**src/rtl/mpva_pkg.sv**
```systemverilog
package mpva_pkg;

    localparam int VOICES   = 8;
    localparam int VIDX_W   = $clog2(VOICES);
    localparam int CNT_W    = $clog2(VOICES + 1);
    localparam int VOICE_FW = 3;

    localparam logic [7:0] MSG_NOTE_ON  = 8'h90;
    localparam logic [7:0] MSG_NOTE_OFF = 8'h80;
    localparam logic [7:0] CHAN_MASK    = 8'h07;

    localparam logic ACT_RELEASE = 1'b0;
    localparam logic ACT_START   = 1'b1;

    typedef logic [VIDX_W-1:0] vidx_t;
    typedef logic [VOICES-1:0] vmask_t;
    typedef logic [CNT_W-1:0]  cnt_t;

    typedef struct packed {
        logic [7:0] command;
        logic [7:0] channel_byte;
        logic [6:0] note;
        logic [6:0] velocity;
    } in_word_t;

    typedef struct packed {
        logic [VOICE_FW-1:0] voice;
        logic                action;
        logic [6:0]          pitch;
        logic [4:0]          level;
        logic                last;
    } out_word_t;

    typedef struct packed {
        logic cap_msg;
        logic load_pend;
        logic emit_steal;
        logic emit_start;
        logic emit_rel;
    } dp_cmd_t;

    typedef struct packed {
        logic is_start;
        logic is_release;
        logic any_match;
        logic full;
        logic out_free;
        logic pend_last;
    } dp_stat_t;

    // Advance a ring pointer, wrapping at VOICES.
    function automatic vidx_t ring_next(vidx_t p);
        vidx_t r;
        if (p == vidx_t'(VOICES - 1)) begin
            r = '0;
        end else begin
            r = vidx_t'(p + 1'b1);
        end
        return r;
    endfunction

endpackage

```
**src/rtl/mpva_dp.sv**
```systemverilog
module mpva_dp import mpva_pkg::*; (
    input  logic      aclk,
    input  logic      aresetn,
    input  in_word_t  s_data,
    input  logic      m_ready,
    input  dp_cmd_t   cmd,
    output dp_stat_t  stat,
    output out_word_t m_data,
    output logic      m_valid
);

    in_word_t  msg_reg;
    vidx_t     ring_reg [VOICES];
    vidx_t     head_reg;
    vidx_t     tail_reg;
    cnt_t      busy_reg;
    logic [6:0] note_reg [VOICES];
    vmask_t    sound_reg;
    vmask_t    pend_reg;
    out_word_t out_reg;
    logic      out_valid_reg;

    vmask_t    match;
    vmask_t    pend_rest;
    vidx_t     sel;
    vidx_t     head_voice;
    logic      chan_ok;
    logic      is_on;
    logic      is_off;
    logic      full;
    logic      any_emit;

    assign chan_ok    = (msg_reg.channel_byte & CHAN_MASK) == 8'h00;
    assign is_on      = msg_reg.command == MSG_NOTE_ON;
    assign is_off     = msg_reg.command == MSG_NOTE_OFF;
    assign full       = busy_reg >= cnt_t'(VOICES);
    assign head_voice = ring_reg[head_reg];
    assign pend_rest  = pend_reg & (pend_reg - 1'b1);
    assign any_emit   = cmd.emit_steal | cmd.emit_start | cmd.emit_rel;

    // Only sounding voices match the note.
    always_comb begin
        for (int i = 0; i < VOICES; i++) begin
            match[i] = sound_reg[i] && (note_reg[i] == msg_reg.note);
        end
    end

    // Lowest pending voice goes first.
    always_comb begin
        sel = '0;
        for (int i = VOICES - 1; i >= 0; i--) begin
            if (pend_reg[i]) begin
                sel = vidx_t'(i);
            end
        end
    end

    always_comb begin
        stat.is_start   = chan_ok && is_on && (msg_reg.velocity != 7'd0);
        stat.is_release = chan_ok && (is_off || (is_on && (msg_reg.velocity == 7'd0)));
        stat.any_match  = |match;
        stat.full       = full;
        stat.out_free   = !out_valid_reg || m_ready;
        stat.pend_last  = pend_rest == '0;
    end

    always_ff @(posedge aclk) begin
        if (!aresetn) begin
            for (int i = 0; i < VOICES; i++) begin
                ring_reg[i] <= vidx_t'(i);
                note_reg[i] <= '0;
            end
            head_reg      <= '0;
            tail_reg      <= '0;
            busy_reg      <= '0;
            sound_reg     <= '0;
            out_valid_reg <= 1'b0;
        end else begin
            if (cmd.emit_start) begin
                note_reg[head_voice]  <= msg_reg.note;
                sound_reg[head_voice] <= 1'b1;
                if (!full) begin
                    head_reg <= ring_next(head_reg);
                    busy_reg <= cnt_t'(busy_reg + 1'b1);
                end
            end
            if (cmd.emit_rel) begin
                sound_reg[sel]     <= 1'b0;
                note_reg[sel]      <= '0;
                ring_reg[tail_reg] <= sel;
                tail_reg           <= ring_next(tail_reg);
                if (busy_reg != '0) begin
                    busy_reg <= cnt_t'(busy_reg - 1'b1);
                end
            end
            if (any_emit) begin
                out_valid_reg <= 1'b1;
            end else if (m_ready) begin
                out_valid_reg <= 1'b0;
            end
        end
    end

    always_ff @(posedge aclk) begin
        if (cmd.cap_msg) begin
            msg_reg <= s_data;
        end
        if (cmd.load_pend) begin
            pend_reg <= match;
        end else if (cmd.emit_rel) begin
            pend_reg <= pend_rest;
        end
        if (cmd.emit_steal) begin
            out_reg.voice  <= VOICE_FW'(head_voice);
            out_reg.action <= ACT_RELEASE;
            out_reg.pitch  <= '0;
            out_reg.level  <= '0;
            out_reg.last   <= 1'b0;
        end else if (cmd.emit_start) begin
            out_reg.voice  <= VOICE_FW'(head_voice);
            out_reg.action <= ACT_START;
            out_reg.pitch  <= msg_reg.note;
            out_reg.level  <= msg_reg.velocity[6:2];
            out_reg.last   <= 1'b1;
        end else if (cmd.emit_rel) begin
            out_reg.voice  <= VOICE_FW'(sel);
            out_reg.action <= ACT_RELEASE;
            out_reg.pitch  <= '0;
            out_reg.level  <= '0;
            out_reg.last   <= pend_rest == '0;
        end
    end

    assign m_data  = out_reg;
    assign m_valid = out_valid_reg;

endmodule

```
**src/rtl/mpva_ctrl.sv**
```systemverilog
module mpva_ctrl import mpva_pkg::*; (
    input  logic     aclk,
    input  logic     aresetn,
    input  logic     s_valid,
    input  dp_stat_t stat,
    output logic     s_ready,
    output dp_cmd_t  cmd
);

    localparam logic [2:0] ST_IDLE    = 3'd0;
    localparam logic [2:0] ST_DECODE  = 3'd1;
    localparam logic [2:0] ST_STEAL   = 3'd2;
    localparam logic [2:0] ST_START   = 3'd3;
    localparam logic [2:0] ST_RELEASE = 3'd4;

    logic [2:0] state_reg;
    logic [2:0] state_next;

    // Hold ready low while reset is applied.
    assign s_ready = aresetn && (state_reg == ST_IDLE);

    always_comb begin
        cmd.cap_msg    = s_valid && s_ready;
        cmd.load_pend  = state_reg == ST_DECODE;
        cmd.emit_steal = (state_reg == ST_STEAL) && stat.out_free;
        cmd.emit_start = (state_reg == ST_START) && stat.out_free;
        cmd.emit_rel   = (state_reg == ST_RELEASE) && stat.out_free;
    end

    always_comb begin
        state_next = state_reg;
        unique case (state_reg)
            ST_IDLE: begin
                if (s_valid) begin
                    state_next = ST_DECODE;
                end
            end
            ST_DECODE: begin
                priority if (stat.is_start) begin
                    state_next = stat.full ? ST_STEAL : ST_START;
                end else if (stat.is_release && stat.any_match) begin
                    state_next = ST_RELEASE;
                end else begin
                    state_next = ST_IDLE;
                end
            end
            ST_STEAL: begin
                if (stat.out_free) begin
                    state_next = ST_START;
                end
            end
            ST_START: begin
                if (stat.out_free) begin
                    state_next = ST_IDLE;
                end
            end
            ST_RELEASE: begin
                if (stat.out_free && stat.pend_last) begin
                    state_next = ST_IDLE;
                end
            end
            default: begin
                state_next = ST_IDLE;
            end
        endcase
    end

    always_ff @(posedge aclk) begin
        if (!aresetn) begin
            state_reg <= ST_IDLE;
        end else begin
            state_reg <= state_next;
        end
    end

endmodule

```
**src/rtl/midi_poly_voice_allocator_unit.sv**
```systemverilog
// Polyphonic voice allocator: takes one MIDI note word per handshake and acts only on
// channel 0 (low three bits of channel_byte). A note-on with nonzero velocity starts a
// voice taken from a ring of free voices; when all voices are busy the voice at the
// ring head is stolen and a release word precedes its start word. A note-off, or a
// note-on with velocity zero, releases every sounding voice holding that note, lowest
// voice first, and returns each one to the ring. Each result word carries the voice,
// the action (release or start), pitch, level (velocity / 4) and a last flag on the
// final word for that message. Each result word waits for the output register to be
// free. The sequencer handles one message at a time and emits at most one word per
// cycle through a single output register, and only while that register is free, so a
// new message is taken while the last word of the previous one still waits at the
// output.
module midi_poly_voice_allocator_unit import mpva_pkg::*; (
    input  logic      aclk,
    input  logic      aresetn,
    input  logic      s_valid,
    output logic      s_ready,
    input  in_word_t  s_data,
    output logic      m_valid,
    input  logic      m_ready,
    output out_word_t m_data
);

    dp_cmd_t  dp_cmd;
    dp_stat_t dp_stat;

    // Sequence decode, steal, start and release steps.
    mpva_ctrl u_ctrl (
        .aclk    (aclk),
        .aresetn (aresetn),
        .s_valid (s_valid),
        .stat    (dp_stat),
        .s_ready (s_ready),
        .cmd     (dp_cmd)
    );

    // Hold the voice ring, per-voice notes and the output register.
    mpva_dp u_dp (
        .aclk    (aclk),
        .aresetn (aresetn),
        .s_data  (s_data),
        .m_ready (m_ready),
        .cmd     (dp_cmd),
        .stat    (dp_stat),
        .m_data  (m_data),
        .m_valid (m_valid)
    );

    // At most one result word is produced per cycle.
    a_one_emit: assert property (@(posedge aclk) disable iff (!aresetn)
        $onehot0({dp_cmd.emit_steal, dp_cmd.emit_start, dp_cmd.emit_rel}))
        else $error("more than one emit command at once");

    // Never overwrite a word still waiting at the output.
    a_emit_free: assert property (@(posedge aclk) disable iff (!aresetn)
        (dp_cmd.emit_steal || dp_cmd.emit_start || dp_cmd.emit_rel)
            |-> (!m_valid || m_ready))
        else $error("result word overwritten before it was taken");

    // The cycle after a message is taken is spent decoding it.
    a_decode_gap: assert property (@(posedge aclk) disable iff (!aresetn)
        (s_valid && s_ready) |=> !(dp_cmd.emit_steal || dp_cmd.emit_start
            || dp_cmd.emit_rel || s_ready))
        else $error("no decode cycle after accepting a message");

    // A stolen voice is always restarted right after its release.
    a_steal_start: assert property (@(posedge aclk) disable iff (!aresetn)
        dp_cmd.emit_steal |=> !s_ready)
        else $error("steal release not followed by a start");

endmodule

```
**config.mk**
```make
export PLATFORM = sky130hd
export DESIGN_NAME = midi_poly_voice_allocator_unit
export DESIGN_NICKNAME = d
export VERILOG_FILES = /design/src/rtl/mpva_pkg.sv /design/src/rtl/mpva_dp.sv /design/src/rtl/mpva_ctrl.sv /design/src/rtl/midi_poly_voice_allocator_unit.sv
export SDC_FILE = /design/constraint.sdc
export NUM_CORES = 1
export LEC_CHECK = 0
export BUFFER_PORTS_ARGS = -buffer_cell sky130_fd_sc_hd__buf_4
export CAP_MARGIN = 10
export CORE_MARGIN = 5
export CORE_UTILIZATION = 45
export DETAILED_ROUTE_END_ITERATION = 7
export SETUP_SLACK_MARGIN = 0.02
export SLEW_MARGIN = 15
export SYNTH_ARGS = -nofsm -noshare
export SYNTH_HDL_FRONTEND = slang
export SYNTH_SLANG_ARGS = --single-unit
```
**constraint.sdc**
```tcl
create_clock -name aclk -period 2.6 [get_ports aclk]
set_input_delay 0.26 -clock aclk [delete_from_list [all_inputs] [get_ports aclk]]
set_output_delay 0.26 -clock aclk [all_outputs]
set_load 0.01 [all_outputs]
```
==> results of run 1 <==
==> metal layers <==
layer	track usage (%)	vias up	wire [um]
met5	0	-	0
met4	6.66	0	274
met3	4.16	22	957
met2	33.1	158	8810
met1	26.8	2581	7580
li1	-	2512	-
==> how the worst max path moves through the flow <==
stage | slack, ns | start | end | depth (start not counted)
finish | 0.13 | u_dp.pend_reg[0]$_SDFFCE_PN0P_ | u_dp.note_reg[6][0]$_SDFFCE_PN0P_ | 5
global route | 0.03 | u_dp.pend_reg[0]$_SDFFCE_PN0P_ | u_dp.note_reg[6][0]$_SDFFCE_PN0P_ | 5
CTS | 0.06 | flop | u_dp.note_reg[7][4]$_SDFFCE_PN0P_ | 8
detailed placement | 0.02 | flop | u_dp.note_reg[1][6]$_SDFFCE_PN0P_ | 7
global placement | 0.09 | flop | u_dp.note_reg[0][6]$_SDFFCE_PN0P_ | 7
floorplan | 0.06 | flop | u_dp.note_reg[5][0]$_SDFFCE_PN0P_ | 6
==> power groups by stage <==
stage	Sequential (mW)	Clock, mW	Combinational, mW
after floorplan	2.81	0	0.180
final	2.79	2.41	0.317
after detailed placement	2.85	0	0.283
after global routing	2.80	2.53	0.347
after global placement	2.84	0	0.275
after CTS	2.79	2.45	0.316
==> logic make-up after synthesis <==
| group | after synthesis | share of synthesized area (%) |
|---|---|---|
| simple gates | 267 | 17.5 |
| flops | 155 | 60.1 |
| compound gates | 100 | 9.08 |
| xor+xnor | 57 | 7.03 |
| buf+inv | 40 | 2.31 |
| mux | 11 | 2.82 |
| fa+ha+maj | 7 | 1.20 |
==> worst max-delay path, stage by stage, from the launching register on <==
cell      delay (ns)
edfxtp_1        0.38
or4_1           0.69
a21oi_1         0.26
nand2_1         0.13
or4_1           0.46
o211ai_2        0.20
==> cell type report <==
type	instances	area [um2]	area share, %
tap	216	270	3.08
multi-input combinational	442	2690	30.6
clock buffer	17	425	4.85
clock inverter	15	154	1.75
timing repair buffer	116	933	10.6
sequential	155	4270	48.6
inverter	11	41.3	0.470
==> per-stage QoR <==
step | worst slack [ns] | cells | hold slack, ns | util [%]
after detailed placement | 0.0175 | 915 | 0.439 | 50.7
final | 0.131 | 972 | 0.246 | 56.1
after global routing | 0.0278 | 972 | 0.260 | 56.1
after global placement | 0.0895 | 915 | 0.439 | 50.7
after CTS | 0.0626 | 972 | 0.226 | 56.0
after floorplan | 0.0638 | 637 | 0.359 | -
==> cells in the final DEF (no fill, tap or decap), drive strengths merged, types with 6 or more instances in the layout <==
cell type,netlist,final
nand2,61,61
a21oi,28,28
nor2,119,119
nor4,7,7
clkinv,1,7
or3,8,8
nor3b,6,6
o31ai,6,6
nand4,13,13
clkbuf,17,17
dfxtp,39,39
buf,12,91
a22oi,12,12
mux4,7,7
xor2,24,24
dlygate4sd3,0,25
nor3,10,10
xnor2,33,33
nand3,11,11
edfxtp,116,116
or4,10,10
inv,10,18
o21ai,28,28
nand2b,9,9
ha,6,6
==> timing repair <==
action                                  in CTS  in global routing
endpoints found under the setup margin      12                 35
hold buffers                                25                  0
pin swaps                                    0                  0
gates resized for setup                      2                  2
hold endpoints to repair                    25                  0
==> results summary, run 1 <==
The run finished with clean final reports. The share of layout cells above drive strength 1 came out at 19.4%. The detail-routed via count per cell came out at 5.42.

The clock drives 155 sinks. The proportion of power drawn by flip-flops and latches is 50.6%. The flip-flop count of the largest register after layout came out at 56. Setup violations remaining at the end of the flow were counted as 0. The end of the worst register-to-register path is u_dp.note_reg[6][0]$_SDFFCE_PN0P_. The I/O pin count came out at 53.

The tightest min-delay check is of the primary input to flop type. The commonest cells after synthesis are 119 x nor2_1, 116 x edfxtp_1, 61 x nand2_1, 39 x dfxtp_1, 33 x xnor2_1. The path with the worst hold slack has its endpoint at u_ctrl.state_reg[0]$_SDFFE_PN0P_. The DRC marker count from the first detailed-route iteration is 527.

The aggregate global-route resource usage came out at 20.1%. Power comes to 5.52 mW. The synthesized netlist occupies a cell area of 0.00710 mm2. The count of buffers from port buffering came out at 47. The iteration count of the initial detailed-routing pass is 5. The instance count along the most critical hold path is 5.

The maximum fanout encountered on the critical timing path is 8. The max-slew violation count is 0. The number of global-route vias before repair was 5251. The placed wire-length estimate after detailed placement came out at 12400 um. The number of rows created at floorplan is 46.

The count of filler cells inserted in the layout is 1350. Among all flip-flop cells after synthesis, the most frequent one is edfxtp_1. At the end of routability-driven placement, the weighted congestion stood at 0.900. The maximum buffer depth of the clock tree is 2. The average wire per standard cell is 18.1 um. The cell with the most instances after synthesis is nor2_1. For flop-to-flop paths, the worst setup slack is 0.13 ns. The portion of the post-synthesis area used by sequential elements came out at 60.1%. The clock buffer count from CTS came out at 17. The largest area contributor in the synthesized netlist is edfxtp_1. Global routing finished with a remaining overflow of 0. The pin count of the biggest net entering global routing came out at 26. The classification of the worst setup path is flop to flop. The net count of the finished layout is 783.

The reported net switching power came out at 1.36 mW. Data on the critical path arrives at its endpoint at 2.55 ns. The final critical-path share of the clock period came out at 95.0%.

At the pin with the least slew margin, the transition time is 0.696 ns. Static timing analysis puts the maximum clock frequency at 0.405 GHz. The maximum vdd drop came out at 0.529 mV. The total leakage power came out at 3.20 nW. The wire length of the first global-routing pass came out at 28200 um. STA classifies the critical path startpoint as a flop. STA puts the critical path data required time at 2.68 ns. Counting cells, the worst reg-to-reg path comes to 5. In this run the tightest slew margin relative to its limit is 53.6%. Once the floorplan was initialized, standard cells occupied 45.4% of the core. In this run, synthesis inferred 116 flip-flops with an integrated enable. Setup repair after global routing left no endpoint under its margin. The total power divided by cell area is 629 mW/mm2. The insertion delay of the later-clocked pin in the worst-skew pair is 0.43 ns. The number of instances in the synthesized netlist came out at 637. The finished layout cell area came out at 0.00878 mm2. The die outline area came out at 0.0184 mm2. The startpoint identified for the worst register-to-register timing path is u_dp.pend_reg[0]$_SDFFCE_PN0P_. Measured along the x axis, the die boundary spans 136 um. The combinational fraction of design power is 5.7%. The startpoint of the tightest hold check path is aresetn.

Summed over all layers, the routed wires come to 17600 um. Post-CTS timing repair inserted 0 buffers for setup. The final clock skew is 0.0109 ns. The fraction of power spent switching nets is 24.6%. The clock slew seen by the registers of the worst setup and hold paths came out at 0.07 ns. During synthesis, Yosys emitted a total of 0 warnings. The remaining design rule violation count is 0. The final-report hold violation count is 0. The number of antenna violations at the first check in global routing is 0.

The aggregate negative setup slack came out at 0 ns. The post-synthesis sequential element count came out at 155. Max-cap violations in this run came to 0. The shortest period the worst path allows came out at 2.47 ns. In this run the remaining antenna-violating nets after routing total 0.

After detailed placement, the total cell area comes to 0.00794 mm2. The maximum level of the CTS H-tree came out at 4. The clock network accounts for 43.7% of the total power. The mean instance size in the synthesized netlist is 11.1 um2. In this run the clock root is driven by a clkbuf_16. The internal power summed over all cells is 4.16 mW. The clock tree from TritonCTS is built.

The layout overhead on the synthesized area is 23.6%. The routed via count is 5273. The core region is 0.0157 mm2. The vertical extent of the die came out at 136 um.

Synthesis produced a netlist with a net count of 677. STA classifies the critical path endpoint as a flop. The share of the synthesized area in the top cell type came out at 49.1%. The share of synthesized registers carrying an async set or reset came out at 0%. By area the synthesized netlist is led by edfxtp_1 49%, dfxtp_1 11%, nor2_1 6.3%. The number of antenna diodes is 0. The distinct cell type count of the synthesized netlist is 54.
Note: power is estimated with default switching activity, not from simulation.
==> inputs of run 2 (changes only) <==
--- a/config.mk
+++ b/config.mk
@@ -7,9 +7,9 @@
 export LEC_CHECK = 0
 export BUFFER_PORTS_ARGS = -buffer_cell sky130_fd_sc_hd__buf_4
 export CAP_MARGIN = 10
-export CORE_MARGIN = 5
-export CORE_UTILIZATION = 45
+export CORE_UTILIZATION = 50
 export DETAILED_ROUTE_END_ITERATION = 7
+export PLACE_DENSITY = 0.71
 export SETUP_SLACK_MARGIN = 0.02
 export SLEW_MARGIN = 15
 export SYNTH_ARGS = -nofsm -noshare
==> constraint.sdc (replaced) <==
create_clock -name aclk -period 2.6 [get_ports aclk]
set_input_delay 0.52 -clock aclk [delete_from_list [all_inputs] [get_ports aclk]]
set_output_delay 0.52 -clock aclk [all_outputs]
set_load 0.01 [all_outputs]
==> run 2 against run 1 <==
Compared with the run above:
- global-route usage rose by 3.7 points
- critical path depth rose by 3
- via count fell by 0.53%
- critical path type unchanged
- largest cell class unchanged
==> results summary, run 2 (synthesized netlist as in run 1, its figures left out) <==
The cell total after placement came out at 876. The congestion estimate from routability-driven global placement came to 0.859. The run finished with clean final reports. For this run, the total global-route usage over all layers was measured as 23.9%. IR analysis of the VDD net gives a maximum drop of 0.536 mV. The data required time at the worst endpoint is 2.74 ns. The placeable core region is 0.0139 mm2. Fill cells in the final layout number 1101. Before antenna repair, the detailed router went through 7 iterations. The number of rows created at floorplan is 43. The clock buffer count from CTS is 17. TritonCTS built the clock tree. The number of clock sinks is 155. The max-slew violation count is 0.

Using the TritonRoute via totals, the vias-per-cell ratio works out to 5.78. The layout overhead on the synthesized area is 19.4%. For the worst-skew pair, the clock arrives at the later sink with an insertion delay of 0.43 ns. The placed wire-length estimate after detailed placement came out at 11400 um. Between clock sinks in the finished design, the worst skew comes to 0.0106 ns. Buffers added to address setup during post-CTS repair amount to 0. The worst-case headroom to the max-slew limit came out at 54.2%. The post-cts hold buffer count came out at 0. CTS built an H-tree with a depth of 4.

The aggregate global routing overflow came out at 0. The flip-flop count of the largest register after layout came out at 56. The maximum buffer depth of the clock tree came out at 2.

The routed design could run at a clock period as short as 2.44 ns. Leaving out filler cells and counting taps, the final layout contains 908. The clock slew seen by the registers of the worst setup and hold paths came out at 0.07 ns.

For the pin with the worst max-slew slack, the measured transition is 0.687 ns. The total power divided by cell area came out at 649 mW/mm2. The final critical-path share of the clock period came out at 93.7%. The total leakage power came out at 3.09 nW.

The initial cell density of the core came out at 51.2%. The total setup violations reported at the end of the flow is 0. Of all nets on the critical path, the largest fanout is 7. The die outline area is 0.0147 mm2.

The final-report hold violation count is 0. The share of layout cells above drive strength 1 came out at 19.8%. After detailed routing, the number of remaining DRC violations is 0. For this block, the initial DRC count from the detailed router was 489. The wire length of the first global-routing pass came out at 25900 um. The floorplan step set the die width to 121 um. The post-detailed-routing wire length came out at 16600 um. The pin count of the biggest net entering global routing came out at 26. Leaving out fill and tap cells, the most frequent cells in the layout are 119 x nor2_1, 116 x edfxtp_1, 87 x buf_4. The worst setup path is of the flop to flop kind.

The vertical extent of the die came out at 121 um. The highest clock rate is 0.411 GHz. The number of global-route vias before repair came out at 5046.

The root cell of the clock tree is clkbuf_16. The routed via count is 5245. The count of buffers from port buffering came out at 47. The total of max-cap violations came out at 0. After detailed routing, the average wire length per cell comes to 18.3 um. The aggregate negative setup slack is 0 ns. The worst setup path is launched from a flop.

STA classifies the critical path endpoint as a flop. For the worst setup path, the data arrival time is 2.57 ns. The net count of the finished layout came out at 755. For this design the top-level I/O count stands at 53. Leaving out fill and tap cells, the most frequent cell in the layout is nor2_1. The worst hold path belongs to the class primary input to flop. The number of antenna diodes came out at 0. The post-cts sizing count came out at 0. The count of antenna-violating nets left after detailed routing is 0. Setup repair after global routing left no endpoint under its margin. The number of antenna violations at the first check in global routing came out at 0.
## run 2: power by group
part | switching, mW | internal, mW
registers | 0.0579 | 2.73
logic | 0.163 | 0.125
clock network | 1.07 | 1.35
total | 1.29 | 4.21
## run 2: through the flow
| step | power (mW) | hold slack [ns] | instance area (um2) | utilization, % | worst slack, ns |
|---|---|---|---|---|---|
| global placement | 3.11 | 0.441 | 7880 | 56.8 | 0.153 |
| floorplan | 2.99 | 0.436 | 7100 | - | 0.0638 |
| CTS | 5.52 | 0.247 | 8460 | 60.9 | 0.0739 |
| detailed placement | 3.12 | 0.462 | 7880 | 56.8 | 0.0940 |
| global route | 5.65 | 0.239 | 8480 | 61.1 | 0.0682 |
| finish | 5.50 | 0.261 | 8480 | 61.1 | 0.165 |
## run 2: worst paths after layout
| path | from | cells past startpoint | endpoint | slack, ns |
|---|---|---|---|---|
| setup / recovery | flop | 8 | u_dp.note_reg[5][3]$_SDFFCE_PN0P_ | 0.16 |
| hold / removal | s_data[4] | 1 | u_dp.msg_reg[4]$_DFFE_PP_ | 0.26 |
| setup reg to reg | flop | 8 | u_dp.note_reg[5][3]$_SDFFCE_PN0P_ | 0.16 |
| hold reg to reg | u_dp.m_data[13]$_SDFFE_PP0P_ | 2 | u_dp.m_data[13]$_SDFFE_PP0P_ | 0.48 |
## run 2: cell type report
class	count	area (um2)	area share, %
Clock buffer	17	425	5.02
Clock inverter	15	150	1.77
Inverter	11	41.3	0.487
Multi-Input combinational cell	442	2700	31.8
Sequential cell	155	4270	50.3
Tap cell	180	225	2.66
Timing Repair Buffer	88	673	7.94
## run 2: metal layers
metal | share of wire [%] | GRT usage (%) | up-vias
met3 | 6.3 | 5.36 | 30
met4 | 1.9 | 8.56 | 0
met5 | 0 | 0 | -
met2 | 49 | 39.4 | 195
li1 | - | - | 2453
met1 | 43 | 30.8 | 2567
## run 2: critical path: stages, from the launching register on
cell	delay, ns
dfxtp_2	0.41
buf_4	0.18
mux4_2	0.56
nand3b_1	0.19
o21ai_1	0.10
buf_4	0.17
a21boi_0	0.15
o21ai_0	0.19
buf_4	0.19
==> inputs of run 3 (changes only) <==
--- a/config.mk
+++ b/config.mk
@@ -5,11 +5,12 @@
 export SDC_FILE = /design/constraint.sdc
 export NUM_CORES = 1
 export LEC_CHECK = 0
-export BUFFER_PORTS_ARGS = -buffer_cell sky130_fd_sc_hd__buf_4
+export ABC_AREA = 1
+export BUFFER_PORTS_ARGS = -buffer_cell sky130_fd_sc_hd__buf_2
 export CAP_MARGIN = 10
 export CORE_UTILIZATION = 50
 export DETAILED_ROUTE_END_ITERATION = 7
-export PLACE_DENSITY = 0.71
+export PLACE_DENSITY = 0.68
 export SETUP_SLACK_MARGIN = 0.02
 export SLEW_MARGIN = 15
 export SYNTH_ARGS = -nofsm -noshare
==> constraint.sdc (replaced) <==
create_clock -name aclk -period 2.9 [get_ports aclk]
set_input_delay 0.58 -clock aclk [delete_from_list [all_inputs] [get_ports aclk]]
set_output_delay 0.58 -clock aclk [all_outputs]
set_load 0.01 [all_outputs]
==> run 3 against run 2 <==
Compared with the run above:
- die area grew 11%
- non-clock buffer count shrank 20
- clock power shrank 4%
- largest cell class unchanged
- largest power group unchanged
- highest routed layer unchanged
==> results summary, run 3 <==
The distinct cell type count of the synthesized netlist came out at 44. The library cell used most frequently in the layout, excluding fill and tap cells, is nand2_1. For the worst setup path, the data required time is 3.03 ns. edfxtp_1 takes more of the synthesized area than any other cell. The number of flops mapped to enable cells by yosys is 116. In this run, the clock network consumes 39.8% of the power. The share of synthesized registers carrying an async set or reset is 0%. The library cells used most frequently in the layout, excluding fill and tap cells, are 230 x nand2_1, 116 x edfxtp_1, 96 x nor2_1. On the final layout, the worst clock skew is 0.00891 ns. The maximum vdd drop came out at 0.577 mV. At the end of the flow, the number of nets in the layout was 951. Counting instances in the post-synthesis netlist gives the leading cell types as 230 x nand2_1, 116 x edfxtp_1, 96 x nor2_1, 83 x inv_1, 39 x dfxtp_1. In this run the core area contains 45 standard-cell rows. Adding up every negative setup slack in the final design gives 0 ns. The most used flip-flop cell after synthesis is edfxtp_1. The number of antenna violations at the first check in global routing came out at 0. The startpoint identified for the worst hold timing path is s_data[5]. The number of warning messages in the yosys log is 0. Summed over all layers, the routed wires come to 16600 um.

The highest clock rate is 0.425 GHz. The layout overhead on the synthesized area came out at 14.4%. Synthesis produced a netlist with a net count of 887. Detailed routing inserted a total of 5706 vias.

The count of buffers added on input and output ports is 47. The signal on the critical path passes through buf_4, o21ai_1, o211ai_1, nand3_2, nand2_8, nand2_4, o21ai_0, buf_4. The portion of the post-synthesis area used by sequential elements is 54.0%. The register with the most flip-flops in the layout has 56 of them. Per report_power, the sequential group accounts for 45.6% of the total. The final critical-path share of the clock period came out at 81.1%. Routability-driven placement finished with a final weighted congestion of 0.833. TritonCTS built the clock tree.

The adder and majority gate portion of the synthesized area came out at 0.950%. After Yosys synthesis, XOR and XNOR cells account for 3.10% of the synthesized area. The cell that appears most often on the critical path is buf_4.

The largest family of logic cells by synthesized area is simple AND/OR/NAND/NOR gates. The count of filler cells inserted in the layout came out at 1337. The final-report hold violation count came out at 0. The simple-gate share of the synthesized area came out at 28.8%. Setup repair after global routing left no endpoint under its margin. The root cell of the clock tree is clkbuf_16.

The cell area that synthesis handed to floorplanning was 0.00790 mm2. The iteration count of the initial detailed-routing pass came out at 7. The post-synthesis compound-gate area fraction came out at 6.57%. For this design the static power due to leakage is 3.62 nW. The number of clock sinks is 155. The number of standard cells in the layout, taps in and fillers out is 1135. The total setup violations reported at the end of the flow is 0. Summed over all layers, the global routing overflow is 0. In the global route stage, overall resource usage came out at 22.1%.

The classification of the worst-slack hold path is primary input to flop. The actual slew at the worst max-slew pin came out at 0.779 ns. The multi-input logic area is 0.00313 mm2. The DRC marker count from the first detailed-route iteration came out at 519.

Combinational logic is responsible for 14.6% of the overall power. The I/O pin count is 53. The longest individual stage delay on the worst path came out at 0.44 ns. The critical path is of the flop to flop type.

From left edge to right edge, the die measures 128 um. The placed wire-length estimate after detailed placement is 11700 um. The total of max-cap violations is 0.

The max-slew violation count is 0. The depth of the worst register-to-register path is 8. The worst hold path terminates at u_dp.msg_reg[5]$_DFFE_PP_.

For this run, design rule violations remaining after detail routing come to 0. The initial cell density of the core came out at 51.6%. In the post-synthesis netlist, the cell with the most instances is nand2_1.

The insertion delay of the later-clocked pin in the worst-skew pair came out at 0.43 ns. The flop-to-flop setup slack came out at 0.55 ns. The total setup buffers inserted after CTS is 0. The type of origin of the critical path is a flop. The number of global-route vias before repair came out at 5327. The wire length of the first global-routing pass came out at 26700 um. Along the worst hold path, the cell count comes to 1.

The mean instance size in the synthesized netlist came out at 9.33 um2. The post-synthesis sequential element count came out at 155. The fraction of synthesized area in multiplexers came out at 0%. The placeable core region is 0.0153 mm2.

The maximum level of the CTS H-tree came out at 4. The slowest cell on the critical path is dfxtp_1. Entering global routing, the biggest net connects 30 pins. The clock slew seen by the registers of the worst setup and hold paths came out at 0.06 ns. In this run the vertical extent of the chip is 128 um.

In the final routed layout, each cell accounts on average for 14.6 um. The cell total after placement came out at 1103. The count of antenna-violating nets left after detailed routing came out at 0. Of all nets on the critical path, the largest fanout is 18.

The flow ran to the end, and the final reports show no timing, DRC or antenna violations. The die outline area is 0.0163 mm2. The post-cts hold buffer count came out at 0. The number of instances in the synthesized netlist came out at 847. The kind of end point of the critical path is a flop. The share of the synthesized area in the top cell type came out at 44.1%. Counting both buffers and inverters, the worst setup path holds a total of 2. The reported net switching power came out at 1.58 mW. The shortest period the worst path allows is 2.35 ns. The worst-case headroom to the max-slew limit is 48.1%. On the critical path the largest part of the delay comes from compound AO/OA/AOI/OAI gates.

The internal power summed over all cells is 4.27 mW. The detail-routed via count per cell came out at 5.03. The worst register-to-register path ends at u_dp.note_reg[5][0]$_SDFFCE_PN0P_. The fraction of power spent switching nets came out at 27.0%. The number of antenna diodes in the final layout is 0. The data arrival time of the worst path is 2.48 ns. The post-cts sizing count came out at 0. The clock buffer count from CTS is 17. By area the synthesized netlist is led by edfxtp_1 44%, nand2_1 11%, dfxtp_1 9.9%. The share of layout cells above drive strength 1 is 21.0%. No sink is reached through more buffers than the 2 on the longest clock path. The total power divided by cell area came out at 646 mW/mm2. The sequential standard cell area came out at 0.00426 mm2.
[run 3: cell types whose count changed after synthesis, sizes merged, moves of 8 or more]
cell	delta
inv	+83
or3	-8
o21ai	+14
or4	-10
xor2	-22
nand4	-8
nand2b	-9
clkbuf	-10
nor3	+39
a22oi	-12
nand3	+20
nand2	+187
[run 3: area by class of cell]
| type | instances | share of cell area, % |
|---|---|---|
| inverters | 95 | 4.14 |
| multi-input cells | 574 | 34.6 |
| repair buffers | 68 | 4.35 |
| clock inverters | 14 | 2.10 |
| flip-flops and latches | 155 | 47.2 |
| clock buffers | 18 | 4.75 |
| well taps | 211 | 2.92 |
[run 3: worst max-delay path by stage]
| stage | from | endpoint | slack [ns] | cells after the start |
|---|---|---|---|---|
| after CTS | flop | u_dp.note_reg[5][0]$_SDFFCE_PN0P_ | 0.60 | 8 |
| after floorplan | aresetn | u_dp.msg_reg[0]$_DFFE_PP_ | 0.44 | 3 |
| final | flop | u_dp.note_reg[5][0]$_SDFFCE_PN0P_ | 0.55 | 8 |
| after global placement | m_ready | u_dp.note_reg[5][5]$_SDFFCE_PN0P_ | 0.37 | 12 |
| after detailed placement | m_ready | u_dp.note_reg[5][5]$_SDFFCE_PN0P_ | 0.36 | 12 |
| after global routing | flop | u_dp.note_reg[5][0]$_SDFFCE_PN0P_ | 0.46 | 10 |
[run 3: metal layers]
metal  GRT usage (%)  part of all wire [%]
met1            28.4                    44
met2            34.9                    47
met3            6.05                   6.8
met4            9.90                   2.6
met5               0                     0
[run 3: metrics by stage]
step                hold WS, ns  instance area, um2  total power [mW]  setup WS, ns  utilization (%)
finish                    0.329                9040              5.85         0.549             59.0
global route              0.313                9040              6.08         0.457             59.0
CTS                       0.316                9040              5.88         0.596             59.0
detailed placement        0.451                8420              3.56         0.358             55.0
global placement          0.445                8420              3.55         0.374             55.0
floorplan                 0.430                7910              3.30         0.437                -
[run 3: kinds of logic (layout without fill, tap and decap cells)]
| logic type | count (synthesis) | count (layout) |
|---|---|---|
| compound gates | 89 | 89 |
| xor+xnor | 28 | 28 |
| fa+ha+maj | 6 | 6 |
| buf+inv | 118 | 195 |
| flops | 155 | 155 |
| simple gates | 451 | 451 |
[run 3: power by group through the flow]
stage	Sequential [mW]	Clock, mW	Combinational (mW)
after CTS	2.66	2.36	0.862
after detailed placement	2.71	0	0.856
final	2.66	2.33	0.854
after global routing	2.68	2.44	0.962
after global placement	2.71	0	0.847
after floorplan	2.69	0	0.603
[run 3: worst reg2reg max path, cell delays in order, from the launching register on]
cell and delay [ns]:
dfxtp_1 0.44, buf_4 0.20, o21ai_1 0.08, o211ai_1 0.35
nand3_2 0.21, nand2_8 0.18, nand2_4 0.18, o21ai_0 0.22
buf_4 0.20
